===== config.mk =====
export PLATFORM = sky130hd
export DESIGN_NAME = sha256_byte_stream_hasher
export DESIGN_NICKNAME = d
export VERILOG_FILES = /design/src/rtl/sha_pkg.sv /design/src/rtl/sha_msg_buf.sv /design/src/rtl/sha_core.sv /design/src/rtl/sha256_byte_stream_hasher.sv
export SDC_FILE = /design/constraint.sdc
export NUM_CORES = 2
export LEC_CHECK = 0
export ABC_AREA = 1
export BUFFER_PORTS_ARGS = -buffer_cell sky130_fd_sc_hd__buf_2
export CORE_MARGIN = 2
export CORE_UTILIZATION = 30
export CTS_CLUSTER_DIAMETER = 60
export CTS_CLUSTER_SIZE = 12
export DETAILED_ROUTE_END_ITERATION = 6
export GPL_TIMING_DRIVEN = 1
export PLACE_DENSITY = 0.44
export SYNTH_ARGS = -nofsm -noshare
export SYNTH_HDL_FRONTEND = slang
export SYNTH_SLANG_ARGS = --single-unit

===== constraint.sdc =====
create_clock -name clock -period 20.2 [get_ports clock]
set_input_delay 4.04 -clock clock [delete_from_list [all_inputs] [get_ports clock]]
set_output_delay 4.04 -clock clock [all_outputs]
set_load 0.1 [all_outputs]

===== src/rtl/sha_pkg.sv =====
// Shared types, constants and functions of the SHA-256 byte stream hasher.
`timescale 1ns / 1ps

package sha_pkg;

   localparam int BLOCK_WORDS = 16;
   localparam int DIGEST_WORDS = 8;
   localparam int ROUNDS = 64;
   localparam int COUNT_W = 61;

   localparam logic [7:0] PAD_BYTE = 8'h80;
   localparam logic [5:0] LEN_OFFSET = 6'd56;
   localparam logic [5:0] LAST_POS = 6'd63;

   localparam logic [31:0] ROUND_K [ROUNDS] = '{
      32'h428a2f98, 32'h71374491, 32'hb5c0fbcf, 32'he9b5dba5,
      32'h3956c25b, 32'h59f111f1, 32'h923f82a4, 32'hab1c5ed5,
      32'hd807aa98, 32'h12835b01, 32'h243185be, 32'h550c7dc3,
      32'h72be5d74, 32'h80deb1fe, 32'h9bdc06a7, 32'hc19bf174,
      32'he49b69c1, 32'hefbe4786, 32'h0fc19dc6, 32'h240ca1cc,
      32'h2de92c6f, 32'h4a7484aa, 32'h5cb0a9dc, 32'h76f988da,
      32'h983e5152, 32'ha831c66d, 32'hb00327c8, 32'hbf597fc7,
      32'hc6e00bf3, 32'hd5a79147, 32'h06ca6351, 32'h14292967,
      32'h27b70a85, 32'h2e1b2138, 32'h4d2c6dfc, 32'h53380d13,
      32'h650a7354, 32'h766a0abb, 32'h81c2c92e, 32'h92722c85,
      32'ha2bfe8a1, 32'ha81a664b, 32'hc24b8b70, 32'hc76c51a3,
      32'hd192e819, 32'hd6990624, 32'hf40e3585, 32'h106aa070,
      32'h19a4c116, 32'h1e376c08, 32'h2748774c, 32'h34b0bcb5,
      32'h391c0cb3, 32'h4ed8aa4a, 32'h5b9cca4f, 32'h682e6ff3,
      32'h748f82ee, 32'h78a5636f, 32'h84c87814, 32'h8cc70208,
      32'h90befffa, 32'ha4506ceb, 32'hbef9a3f7, 32'hc67178f2
   };

   localparam logic [31:0] START_H [DIGEST_WORDS] = '{
      32'h6a09e667, 32'hbb67ae85, 32'h3c6ef372, 32'ha54ff53a,
      32'h510e527f, 32'h9b05688c, 32'h1f83d9ab, 32'h5be0cd19
   };

   // byte write into the block buffer
   typedef struct packed {
      logic       en;
      logic [5:0] pos;
      logic [7:0] data;
   } sha_byte_wr_type;

   typedef struct packed {
      logic start_comp;
      logic start_out;
   } sha_core_cmd_type;

   typedef struct packed {
      logic comp_done;
      logic out_done;
   } sha_core_status_type;

   function automatic logic [31:0] ror32(input logic [31:0] x, input int n);
      ror32 = (x >> n) | (x << (32 - n));
   endfunction

   function automatic logic [31:0] big_sigma0(input logic [31:0] x);
      big_sigma0 = ror32(x, 2) ^ ror32(x, 13) ^ ror32(x, 22);
   endfunction

   function automatic logic [31:0] big_sigma1(input logic [31:0] x);
      big_sigma1 = ror32(x, 6) ^ ror32(x, 11) ^ ror32(x, 25);
   endfunction

   function automatic logic [31:0] small_sigma0(input logic [31:0] x);
      small_sigma0 = ror32(x, 7) ^ ror32(x, 18) ^ (x >> 3);
   endfunction

   function automatic logic [31:0] small_sigma1(input logic [31:0] x);
      small_sigma1 = ror32(x, 17) ^ ror32(x, 19) ^ (x >> 10);
   endfunction

endpackage


===== src/rtl/sha_msg_buf.sv =====
// Block buffer: byte assembler in front of a 16-word synchronous memory.
`timescale 1ns / 1ps

module sha_msg_buf
   import sha_pkg::*;
(
   input  logic            clock,
   input  sha_byte_wr_type wr,
   input  logic            rd_en,
   input  logic [3:0]      rd_addr,
   output logic [31:0]     rd_data
);

   logic [31:0] mem [BLOCK_WORDS];
   logic [31:0] word_ff;
   logic [31:0] word_in;
   logic [31:0] rd_data_ff;

   // bytes of a word arrive in order, most significant lane first
   always_comb begin
      word_in = word_ff;
      case (wr.pos[1:0])
         2'd0:    word_in = {wr.data, word_ff[23:0]};
         2'd1:    word_in = {word_ff[31:24], wr.data, word_ff[15:0]};
         2'd2:    word_in = {word_ff[31:16], wr.data, word_ff[7:0]};
         2'd3:    word_in = {word_ff[31:8], wr.data};
         default: word_in = word_ff;
      endcase
   end

   always_ff @(posedge clock) begin
      if (wr.en) begin
         word_ff <= word_in;
         if (wr.pos[1:0] == 2'd3) begin
            mem[wr.pos[5:2]] <= word_in;
         end
      end
      if (rd_en) begin
         rd_data_ff <= mem[rd_addr];
      end
   end

   assign rd_data = rd_data_ff;

endmodule


===== src/rtl/sha_core.sv =====
// Compression core: round datapath, message schedule and chain value memory.
`timescale 1ns / 1ps

module sha_core
   import sha_pkg::*;
(
   input  logic                clock,
   input  logic                reset,
   input  sha_core_cmd_type    cmd,
   output sha_core_status_type status,
   output logic                msg_rd_en,
   output logic [3:0]          msg_rd_addr,
   input  logic [31:0]         msg_rd_data,
   output logic                rsp_valid,
   input  logic                rsp_stall,
   output logic [31:0]         rsp_digest_word,
   output logic [2:0]          rsp_word_index,
   output logic                rsp_last_word
);

   localparam logic [2:0] P_IDLE  = 3'd0;
   localparam logic [2:0] P_LOAD  = 3'd1;
   localparam logic [2:0] P_ROUND = 3'd2;
   localparam logic [2:0] P_ADD   = 3'd3;
   localparam logic [2:0] P_ORD   = 3'd4;
   localparam logic [2:0] P_OWAIT = 3'd5;

   logic [2:0]  phase_ff, phase_in;
   logic [5:0]  cnt_ff, cnt_in;
   logic [2:0]  oidx_ff, oidx_in;
   logic        init_ff, init_in;
   logic [31:0] v_ff [DIGEST_WORDS];
   logic [31:0] v_in [DIGEST_WORDS];
   logic [31:0] w_ff [BLOCK_WORDS];
   logic [31:0] w_in [BLOCK_WORDS];

   logic [31:0] chain_mem [DIGEST_WORDS];
   logic [31:0] chain_rd_ff;
   logic        chain_re, chain_we;
   logic [2:0]  chain_raddr;
   logic [2:0]  prev_idx;
   logic [31:0] base;
   logic [31:0] w_t, t1, t2, ch, maj;

   // entry read in the previous cycle; chain reads as initial values until written back after reset or digest output
   assign prev_idx = cnt_ff[2:0] - 3'd1;
   assign base = init_ff ? START_H[prev_idx] : chain_rd_ff;

   assign w_t = (cnt_ff < 6'd16) ? msg_rd_data :
                w_ff[0] + small_sigma0(w_ff[1]) + w_ff[9] + small_sigma1(w_ff[14]);
   assign ch  = (v_ff[4] & v_ff[5]) ^ (~v_ff[4] & v_ff[6]);
   assign maj = (v_ff[0] & v_ff[1]) ^ (v_ff[0] & v_ff[2]) ^ (v_ff[1] & v_ff[2]);
   assign t1  = v_ff[7] + big_sigma1(v_ff[4]) + ch + ROUND_K[cnt_ff] + w_t;
   assign t2  = big_sigma0(v_ff[0]) + maj;

   always_comb begin
      phase_in    = phase_ff;
      cnt_in      = cnt_ff;
      oidx_in     = oidx_ff;
      init_in     = init_ff;
      v_in        = v_ff;
      w_in        = w_ff;
      chain_re    = 1'b0;
      chain_raddr = cnt_ff[2:0];
      chain_we    = 1'b0;
      msg_rd_en   = 1'b0;
      msg_rd_addr = 4'd0;
      status      = '0;
      case (phase_ff)
         P_IDLE: begin
            cnt_in = 6'd0;
            if (cmd.start_comp) begin
               phase_in = P_LOAD;
            end else if (cmd.start_out) begin
               oidx_in  = 3'd0;
               phase_in = P_ORD;
            end
         end
         P_LOAD: begin
            chain_re = (cnt_ff < 6'd8);
            if (cnt_ff != 6'd0) begin
               for (int i = 0; i < DIGEST_WORDS - 1; i++) begin
                  v_in[i] = v_ff[i + 1];
               end
               v_in[DIGEST_WORDS - 1] = base;
            end
            if (cnt_ff == 6'd8) begin
               msg_rd_en = 1'b1;
               cnt_in    = 6'd0;
               phase_in  = P_ROUND;
            end else begin
               cnt_in = cnt_ff + 6'd1;
            end
         end
         P_ROUND: begin
            // prefetch the next block word
            msg_rd_en   = (cnt_ff < 6'd15);
            msg_rd_addr = cnt_ff[3:0] + 4'd1;
            for (int i = 0; i < BLOCK_WORDS - 1; i++) begin
               w_in[i] = w_ff[i + 1];
            end
            w_in[BLOCK_WORDS - 1] = w_t;
            v_in[0] = t1 + t2;
            v_in[1] = v_ff[0];
            v_in[2] = v_ff[1];
            v_in[3] = v_ff[2];
            v_in[4] = v_ff[3] + t1;
            v_in[5] = v_ff[4];
            v_in[6] = v_ff[5];
            v_in[7] = v_ff[6];
            if (cnt_ff == 6'(ROUNDS - 1)) begin
               cnt_in   = 6'd0;
               phase_in = P_ADD;
            end else begin
               cnt_in = cnt_ff + 6'd1;
            end
         end
         P_ADD: begin
            chain_re = (cnt_ff < 6'd8);
            if (cnt_ff != 6'd0) begin
               chain_we = 1'b1;
               for (int i = 0; i < DIGEST_WORDS - 1; i++) begin
                  v_in[i] = v_ff[i + 1];
               end
            end
            if (cnt_ff == 6'd8) begin
               init_in          = 1'b0;
               status.comp_done = 1'b1;
               // go straight to the digest when the last block is done
               if (cmd.start_out) begin
                  oidx_in  = 3'd0;
                  phase_in = P_ORD;
               end else begin
                  phase_in = P_IDLE;
               end
            end else begin
               cnt_in = cnt_ff + 6'd1;
            end
         end
         P_ORD: begin
            chain_re    = 1'b1;
            chain_raddr = oidx_ff;
            phase_in    = P_OWAIT;
         end
         P_OWAIT: begin
            if (!rsp_stall) begin
               if (oidx_ff == 3'd7) begin
                  init_in         = 1'b1;
                  status.out_done = 1'b1;
                  phase_in        = P_IDLE;
               end else begin
                  oidx_in  = oidx_ff + 3'd1;
                  phase_in = P_ORD;
               end
            end
         end
         default: begin
            phase_in = P_IDLE;
         end
      endcase
   end

   always_ff @(posedge clock) begin
      if (chain_we) begin
         chain_mem[prev_idx] <= base + v_ff[0];
      end
      if (chain_re) begin
         chain_rd_ff <= chain_mem[chain_raddr];
      end
   end

   always_ff @(posedge clock) begin
      v_ff <= v_in;
      w_ff <= w_in;
   end

   always_ff @(posedge clock) begin
      if (reset) begin
         phase_ff <= P_IDLE;
         cnt_ff   <= 6'd0;
         oidx_ff  <= 3'd0;
         init_ff  <= 1'b1;
      end else begin
         phase_ff <= phase_in;
         cnt_ff   <= cnt_in;
         oidx_ff  <= oidx_in;
         init_ff  <= init_in;
      end
   end

   // result payload comes straight from the chain read register, held while no read is issued
   assign rsp_valid       = (phase_ff == P_OWAIT);
   assign rsp_digest_word = chain_rd_ff;
   assign rsp_word_index  = oidx_ff;
   assign rsp_last_word   = (oidx_ff == 3'd7);

endmodule


===== src/rtl/sha256_byte_stream_hasher.sv =====
// SHA-256 hasher over a byte stream: request control, padding and top level.
//
// Request channel: req_valid/req_stall with req_message_byte, req_has_byte and
// req_end_of_message. A request with has_byte set adds one message byte; one
// with end_of_message set closes the message (after its byte, if any).
// Result channel: rsp_valid/rsp_stall carries eight digest words per message,
// rsp_word_index 0 first, rsp_last_word on index 7.
// Throughput: one byte request per cycle while a block fills. The request that
// completes a 64-byte block is followed by stalled compression (8 chain
// reads, 64 rounds, 8 chain reads with write-backs, one word at a time).
// End of message: padding and length are written one byte per cycle up to the
// end of the block (plus one more compression and up to 56 zero bytes when
// the length does not fit), then compression, then the eight words, each
// read from the chain memory, then presented.
// A stalled result word holds; no requests are taken until the last word goes.
// Reset returns the chain value to the initial hash values and clears the
// byte count; the block buffer needs no clearing.
`timescale 1ns / 1ps

module sha256_byte_stream_hasher
   import sha_pkg::*;
(
   input  logic        clock,
   input  logic        reset,
   input  logic        req_valid,
   output logic        req_stall,
   input  logic [7:0]  req_message_byte,
   input  logic        req_has_byte,
   input  logic        req_end_of_message,
   output logic        rsp_valid,
   input  logic        rsp_stall,
   output logic [31:0] rsp_digest_word,
   output logic [2:0]  rsp_word_index,
   output logic        rsp_last_word
);

   localparam logic [2:0] S_IDLE = 3'd0;
   localparam logic [2:0] S_COMP = 3'd1;
   localparam logic [2:0] S_PAD  = 3'd2;
   localparam logic [2:0] S_ZERO = 3'd3;
   localparam logic [2:0] S_LEN  = 3'd4;
   localparam logic [2:0] S_OUT  = 3'd5;

   logic [2:0]         state_ff, state_in;
   logic [2:0]         ret_ff, ret_in;
   logic [5:0]         fill_ff, fill_in;
   logic [COUNT_W-1:0] count_ff, count_in;
   logic               wrap_ff, wrap_in;
   logic               req_accept;
   logic [63:0]        len_bits;
   logic [63:0]        len_shift;

   sha_byte_wr_type     wr;
   sha_core_cmd_type    cmd;
   sha_core_status_type status;
   logic                msg_rd_en;
   logic [3:0]          msg_rd_addr;
   logic [31:0]         msg_rd_data;

   assign req_stall  = (state_ff != S_IDLE);
   assign req_accept = req_valid && !req_stall;

   // length bytes go out big-endian, position 56 carries the top byte
   assign len_bits  = {count_ff, 3'b000};
   assign len_shift = len_bits >> {~fill_ff[2:0], 3'b000};

   always_comb begin
      state_in = state_ff;
      ret_in   = ret_ff;
      fill_in  = fill_ff;
      count_in = count_ff;
      wrap_in  = wrap_ff;
      wr       = '0;
      cmd      = '0;
      case (state_ff)
         S_IDLE: begin
            if (req_accept) begin
               if (req_has_byte) begin
                  wr       = '{en: 1'b1, pos: fill_ff, data: req_message_byte};
                  fill_in  = fill_ff + 6'd1;
                  count_in = count_ff + COUNT_W'(1);
               end
               if (req_has_byte && fill_ff == LAST_POS) begin
                  cmd.start_comp = 1'b1;
                  ret_in   = req_end_of_message ? S_PAD : S_IDLE;
                  state_in = S_COMP;
               end else if (req_end_of_message) begin
                  state_in = S_PAD;
               end
            end
         end
         S_COMP: begin
            if (status.comp_done) begin
               fill_in  = 6'd0;
               state_in = ret_ff;
               if (ret_ff == S_OUT) begin
                  cmd.start_out = 1'b1;
                  count_in      = '0;
               end
            end
         end
         S_PAD: begin
            wr      = '{en: 1'b1, pos: fill_ff, data: PAD_BYTE};
            fill_in = fill_ff + 6'd1;
            // no room for the length after the pad byte: zero out this block first
            wrap_in = (fill_ff >= LEN_OFFSET) && (fill_ff != LAST_POS);
            if (fill_ff == LAST_POS) begin
               cmd.start_comp = 1'b1;
               ret_in   = S_ZERO;
               state_in = S_COMP;
            end else begin
               state_in = S_ZERO;
            end
         end
         S_ZERO: begin
            if (!wrap_ff && fill_ff == LEN_OFFSET) begin
               state_in = S_LEN;
            end else begin
               wr      = '{en: 1'b1, pos: fill_ff, data: 8'h00};
               fill_in = fill_ff + 6'd1;
               if (fill_ff == LAST_POS) begin
                  cmd.start_comp = 1'b1;
                  wrap_in  = 1'b0;
                  ret_in   = S_ZERO;
                  state_in = S_COMP;
               end
            end
         end
         S_LEN: begin
            wr      = '{en: 1'b1, pos: fill_ff, data: len_shift[7:0]};
            fill_in = fill_ff + 6'd1;
            if (fill_ff == LAST_POS) begin
               cmd.start_comp = 1'b1;
               ret_in   = S_OUT;
               state_in = S_COMP;
            end
         end
         S_OUT: begin
            if (status.out_done) begin
               state_in = S_IDLE;
            end
         end
         default: begin
            state_in = S_IDLE;
         end
      endcase
   end

   always_ff @(posedge clock) begin
      if (reset) begin
         state_ff <= S_IDLE;
         ret_ff   <= S_IDLE;
         fill_ff  <= 6'd0;
         count_ff <= '0;
         wrap_ff  <= 1'b0;
      end else begin
         state_ff <= state_in;
         ret_ff   <= ret_in;
         fill_ff  <= fill_in;
         count_ff <= count_in;
         wrap_ff  <= wrap_in;
      end
   end

   sha_msg_buf u_msg_buf (
      .clock   (clock),
      .wr      (wr),
      .rd_en   (msg_rd_en),
      .rd_addr (msg_rd_addr),
      .rd_data (msg_rd_data)
   );

   sha_core u_core (
      .clock           (clock),
      .reset           (reset),
      .cmd             (cmd),
      .status          (status),
      .msg_rd_en       (msg_rd_en),
      .msg_rd_addr     (msg_rd_addr),
      .msg_rd_data     (msg_rd_data),
      .rsp_valid       (rsp_valid),
      .rsp_stall       (rsp_stall),
      .rsp_digest_word (rsp_digest_word),
      .rsp_word_index  (rsp_word_index),
      .rsp_last_word   (rsp_last_word)
   );

endmodule


* Word level (Yosys, flattened, before mapping)
Memories as Yosys holds them, arrays and structs flattened. A register that Yosys moved wholly into a read port is not among the register bits.
Cells that the tools add are included.
** Cells by class
- Add/subtract/negate cells :: 17
- Magnitude comparators :: 6
- Equal/unequal tests :: 41
- Shift-type cells :: 1
- Multiplexer cells :: 91
- Bitwise operators :: 30
- Reductions and logical operators :: 33
** Operators by type and width (number)
- 224-bit case mux with 3 select lines :: 1
- 32-bit adder :: 11
- 32-bit bitwise XOR :: 9
- 256-bit 2-to-1 mux :: 1
- 61-bit 2-to-1 mux :: 4
- 224-bit 2-to-1 mux :: 1
- 32-bit 2-to-1 mux :: 6
- 32-bit AND :: 5
- 32-bit case mux with 4 select lines :: 1
- 61-bit case mux with 2 select lines :: 1
- 3-bit 2-to-1 mux :: 26
- 32-bit case mux with 2 select lines :: 1
- 64-bit by 6-bit right shift with 8-bit output :: 1
- 61-bit by 1-bit adder with 61-bit output, second input constant :: 1
- 15-bit case mux with 4 select lines :: 1
- 6-bit case mux with 4 select lines :: 2
- 15-bit 2-to-1 mux :: 3
- 6-bit 2-to-1 mux :: 7
- 3-bit case mux with 6 select lines :: 2
- 32-bit inverter :: 1
- 10-bit by 32-bit OR with 32-bit output :: 1
- 13-bit by 32-bit OR with 32-bit output :: 1
- 14-bit by 32-bit OR with 32-bit output :: 1
- 15-bit by 32-bit OR with 32-bit output :: 1
- other kinds (51) :: 130
** Word-level totals
- Bits in registers :: 887
- RAM bits :: 768
- Bits in read-only memories :: 2304
- Input port bits :: 14
- Output and inout bits :: 38
- Word-level logic and storage cells :: 257
- Memories :: 4
** Memories
- (no name shown) :: depth 64, width 32, rd ports 1, clocked after memory_dff 0, write ports 0, line sha_core.sv:53 : assign t1 = v_ff[7] + big_sigma1(v_ff[4]) + ch + ROUND_K[cnt_ff] + w_t;
- u_msg_buf.mem :: depth 16, width 32, rd ports 1, clocked after memory_dff 1, write ports 1, line sha_msg_buf.sv:14 : logic [31:0] mem [BLOCK_WORDS];
- (no name shown) :: depth 8, width 32, rd ports 1, clocked after memory_dff 0, write ports 0, line sha_core.sv:47 : assign base = init_ff ? START_H[prev_idx] : chain_rd_ff;
- u_core.chain_mem :: depth 8, width 32, rd ports 1, clocked after memory_dff 1, write ports 1, line sha_core.sv:37 : logic [31:0] chain_mem [DIGEST_WORDS];

* Logic depth before layout (Yosys ltp)
- Depth in word-level cells :: 10
- Mapped depth :: 51
- Gate-level depth less buffers :: 51

* By module
Synthesis repeated with hierarchy kept, for this count alone.
** Unflattened totals
- Cells, all modules :: 8478
- Area total of the unflattened synthesis :: 86879.6 sq um
** Modules (own cells, without submodules)
- sha_core :: times used 1, cells each 5370, area an instance 57352.5 sq um, seq. area each 31970.7 sq um
- sha_msg_buf :: times used 1, cells each 2210, area an instance 24409.7 sq um, seq. area each 17296.6 sq um
- sha256_byte_stream_hasher :: times used 1, cells each 898, area an instance 5117.4 sq um, seq. area each 1481.4 sq um

* Worst setup path before layout
No wires, ideal clock.
- Path type :: reg2reg
- Start point :: register u_core.phase_ff[0]
- End point :: register u_core.w_ff[0] (netlist name), enable pin
- Library setup time :: 1.076 ns
- Data arrival time :: 14.945 ns
- Required time :: 19.124 ns
- Slack :: 4.179 ns
- Stages on the path, launching flop included :: 6
- Path buffers :: 2
- Period minus slack after synthesis :: 16.021 ns
- Path through :: dfxtp_1 -> inv_2 -> nand2_1 -> nor2_1 -> clkbuf_1 -> clkbuf_1
** Between the ends
- Word-level cells in the longest chain between the ends :: 1
** RTL lines
- start, declared :: line sha_core.sv:28 : logic [2:0] phase_ff, phase_in;
- start signal, assigned :: line sha_core.sv:184 : phase_ff <= phase_in;
- 3-bit by 2-bit == test with 1-bit output :: line sha_core.sv:69 : case (phase_ff)
- end signal, assigned :: line sha_core.sv:174 : w_ff <= w_in;
- end, declared :: line sha_core.sv:34 : logic [31:0] w_ff [BLOCK_WORDS];
No other way between the ends.
A chain may end at the register's enable or synchronous reset.

==> flow_summary.json <==
{
  "cp-start-kind": "flop",
  "wl_met1_mm": 139,
  "r2r-end": "u_core.v_ff[255]",
  "crit_top_cell": "nand3_1",
  "nets": 8082,
  "postCtsSetupBuffers": 0,
  "die_y_um": 534,
  "grt_pass1_vias": 56800,
  "die_area_sq_um": 285000,
  "rsz0062_at_grt": "no",
  "wirelength_mm": 304,
  "mostFrequentLayoutCells": "1,632 x edfxtp_1, 1,176 x nand2_1, 825 x o21ai_0, 815 x inv_1, 663 x nor2_1",
  "worst-path-buf-inv": 7,
  "vias": 58300,
  "htree_levels": 4,
  "cts_hold_buf": 0,
  "numPortBuffers": 51,
  "finalMaxSlewViolations": 0,
  "post-dp-hpwl_mm": 212,
  "holdPathStages": 0,
  "cp.arrival_ns": 11.71,
  "setup_viol": 0,
  "syn_area_sq_um": 84200,
  "status": "complete, no violations",
  "clock-sinks": 1719,
  "rr_startpoint": "u_core.w_ff[53]",
  "slowest_delay_ns": 0.65,
  "grt-ovfl-total": 0,
  "fin_crit_sh_pct": 54.8,
  "clk_pin_slew_ns": 0.06,
  "routed-wl-met3_mm": 17.9,
  "avgViaCountPerCell": 5.06,
  "ys_ff_latch": 1719,
  "cts.path.max_buffers": 4,
  "fin_tns_setup_ns": 0,
  "hold_ws_ns": 0.397,
  "drc_errors": 0,
  "hold_class": "reg2reg",
  "row_count": 194,
  "drtAntennaViolNets": 0,
  "crit_path_end_kind": "flop",
  "final_common_cell": "edfxtp_1",
  "regArea_sq_um": 50800,
  "fillers": 28000,
  "slew_headroom_pct": 1.94,
  "root_buffer": "clkbuf_16",
  "crit_path_max_fanout": 5,
  "gp_congestion": 0.989,
  "synth_edf_count": 1632,
  "wire_per_inst_um": 26.4,
  "synthArstFlopShare_pct": 0,
  "worst_slew_pin_slew_ns": 1.46,
  "reg2regPathDepth": 44,
  "hold_viol_final": 0,
  "cpLargestDelayFamily": "adder cells",
  "final.min_clock_period_ns": 11.06,
  "multi_input_area_sq_um": 29300,
  "fp.coreArea_sq_um": 279000,
  "maxCapViolCount": 0,
  "dieWidth_um": 534,
  "cts_resized": 0,
  "synthDistinctLibCells": 64,
  "ios": 52,
  "rrSetupSlack_ns": 9.14,
  "hold_end": "u_core.w_ff[273]",
  "grt_antenna_before_repair": 9,
  "dr.pass1.iters": 7,
  "cts_buffers": 199,
  "area_growth_pct": 13.0,
  "grt_first_pass_wirelength_mm": 429,
  "drive_gt1_share_pct": 7.16,
  "cts_tree": "built",
  "start_util_pct": 30.1,
  "ys.flop_type": "edfxtp_1",
  "min_from": "u_core.w_ff[241]",
  "clk_latency_ns": 0.93,
  "drt_iter0_markers": 6229,
  "crit_slowest_cell": "o21ai_0",
  "grt_util_all_layers_pct": 20.8,
  "yosysWarnings": 0,
  "fmax_ghz": 0.0904,
  "grt_max_degree": 178,
  "skew_ns": 0.0962,
  "crit_type": "reg2reg",
  "met2_length_mm": 137,
  "netlist_instances": 7653,
  "routed.top_layer": "met4",
  "synth_nets": 8046,
  "synth_area_per_cell_sq_um": 11.0,
  "required_ns": 20.85,
  "ys_seq_area_share_pct": 60.3
}
## metrics by stage
stage	std cells	cell area, sq um	setup WS (ns)	utilization, %
2_1_floorplan	7653	84200	4.18	-
3_3_place_gp	11200	89000	8.90	31.9
3_5_place_dp	11200	89000	9.04	31.9
4_1_cts	11500	95100	9.01	34.1
5_1_grt	11500	95100	8.39	34.1
6_report	11500	95100	9.14	34.1
## routing by layer
layer / vias up / GRT usage (%)
met5: - / 0
met4: 0 / 6.92
met3: 427 / 3.17
met2: 1882 / 32.4
met1: 29300 / 29.5
li1: 26700 / -
## cells in the mapped netlist, types with 52 or more instances
library cell | n | area share (%)
o22ai_1 | 64 | 0.48
a21oi_1 | 313 | 1.9
ha_1 | 191 | 2.8
inv_1 | 818 | 3.6
xnor2_1 | 176 | 1.8
nand4_1 | 52 | 0.39
o221ai_1 | 127 | 1.3
clkbuf_1 | 293 | 1.3
o21ai_0 | 826 | 4.9
nand3_1 | 220 | 1.3
nor2_1 | 681 | 3.0
fa_1 | 188 | 4.5
xor2_1 | 204 | 2.1
edfxtp_1 | 1632 | 58
nor3_1 | 99 | 0.59
o21bai_1 | 98 | 0.87
nand2_1 | 1178 | 5.3
dfxtp_1 | 87 | 2.1
## cell type report
cell class	count	share of cell area [%]
flip-flops and latches	1719	53.4
multi-input cells	4768	30.8
clock buffers	223	5.42
well taps	3724	4.90
inverters	843	3.35
repair buffers	158	1.17
clock inverters	79	1.01
diodes	5	0.0132
## registers in the layout, summed over array words and instances (netlist names)
register                count
u_core.rsp_digest_word     32
state_ff                    3
count_ff                   61
ret_ff                      3
u_core.rsp_word_index       3
u_core.init_ff              1
u_msg_buf.mem             512
fill_ff                     6
u_core.phase_ff             3
u_core.cnt_ff               6
u_msg_buf.word_ff          32
u_core.w_ff               512
u_core.chain_mem          256
u_core.v_ff               256
wrap_ff                     1
u_msg_buf.rd_data          32
## how the worst max path moves through the flow
| stage | from | end | slack, ns | cells past startpoint |
|---|---|---|---|---|
| 2_1_floorplan | u_core.phase_ff[0] | u_core.w_ff[0] | 4.18 | 5 |
| 3_3_place_gp | u_core.w_ff[53] | u_core.v_ff[255] | 8.90 | 44 |
| 3_5_place_dp | u_core.w_ff[53] | u_core.v_ff[255] | 9.04 | 44 |
| 4_1_cts | u_core.w_ff[53] | u_core.v_ff[255] | 9.01 | 44 |
| 5_1_grt | u_core.w_ff[45] | u_core.v_ff[255] | 8.39 | 44 |
| 6_report | u_core.w_ff[53] | u_core.v_ff[255] | 9.14 | 44 |
## cells by family after synthesis
| kind of cell | count (synthesis) | synth area share [%] |
|---|---|---|
| fa+ha+maj | 388 | 7.42 |
| flops | 1719 | 60.3 |
| buf+inv | 1166 | 5.23 |
| mux | 8 | 0.107 |
| compound gates | 1670 | 11.5 |
| simple gates | 2322 | 11.4 |
| xor+xnor | 380 | 3.95 |
## worst reg2reg max path, delay by kind of cell (launching register included)
kind	cells	cell delay (ns)
AO/OA/AOI/OAI	8	2.66
AND/OR/NAND/NOR	17	2.45
XOR/XNOR	4	1.12
adder cells (fa/ha/maj)	8	3.56
flip-flops	1	0.52
buffers and inverters	7	0.55
Power is not shown: default switching activity piles up to over one toggle a cycle in this logic, so the estimate is an artifact.
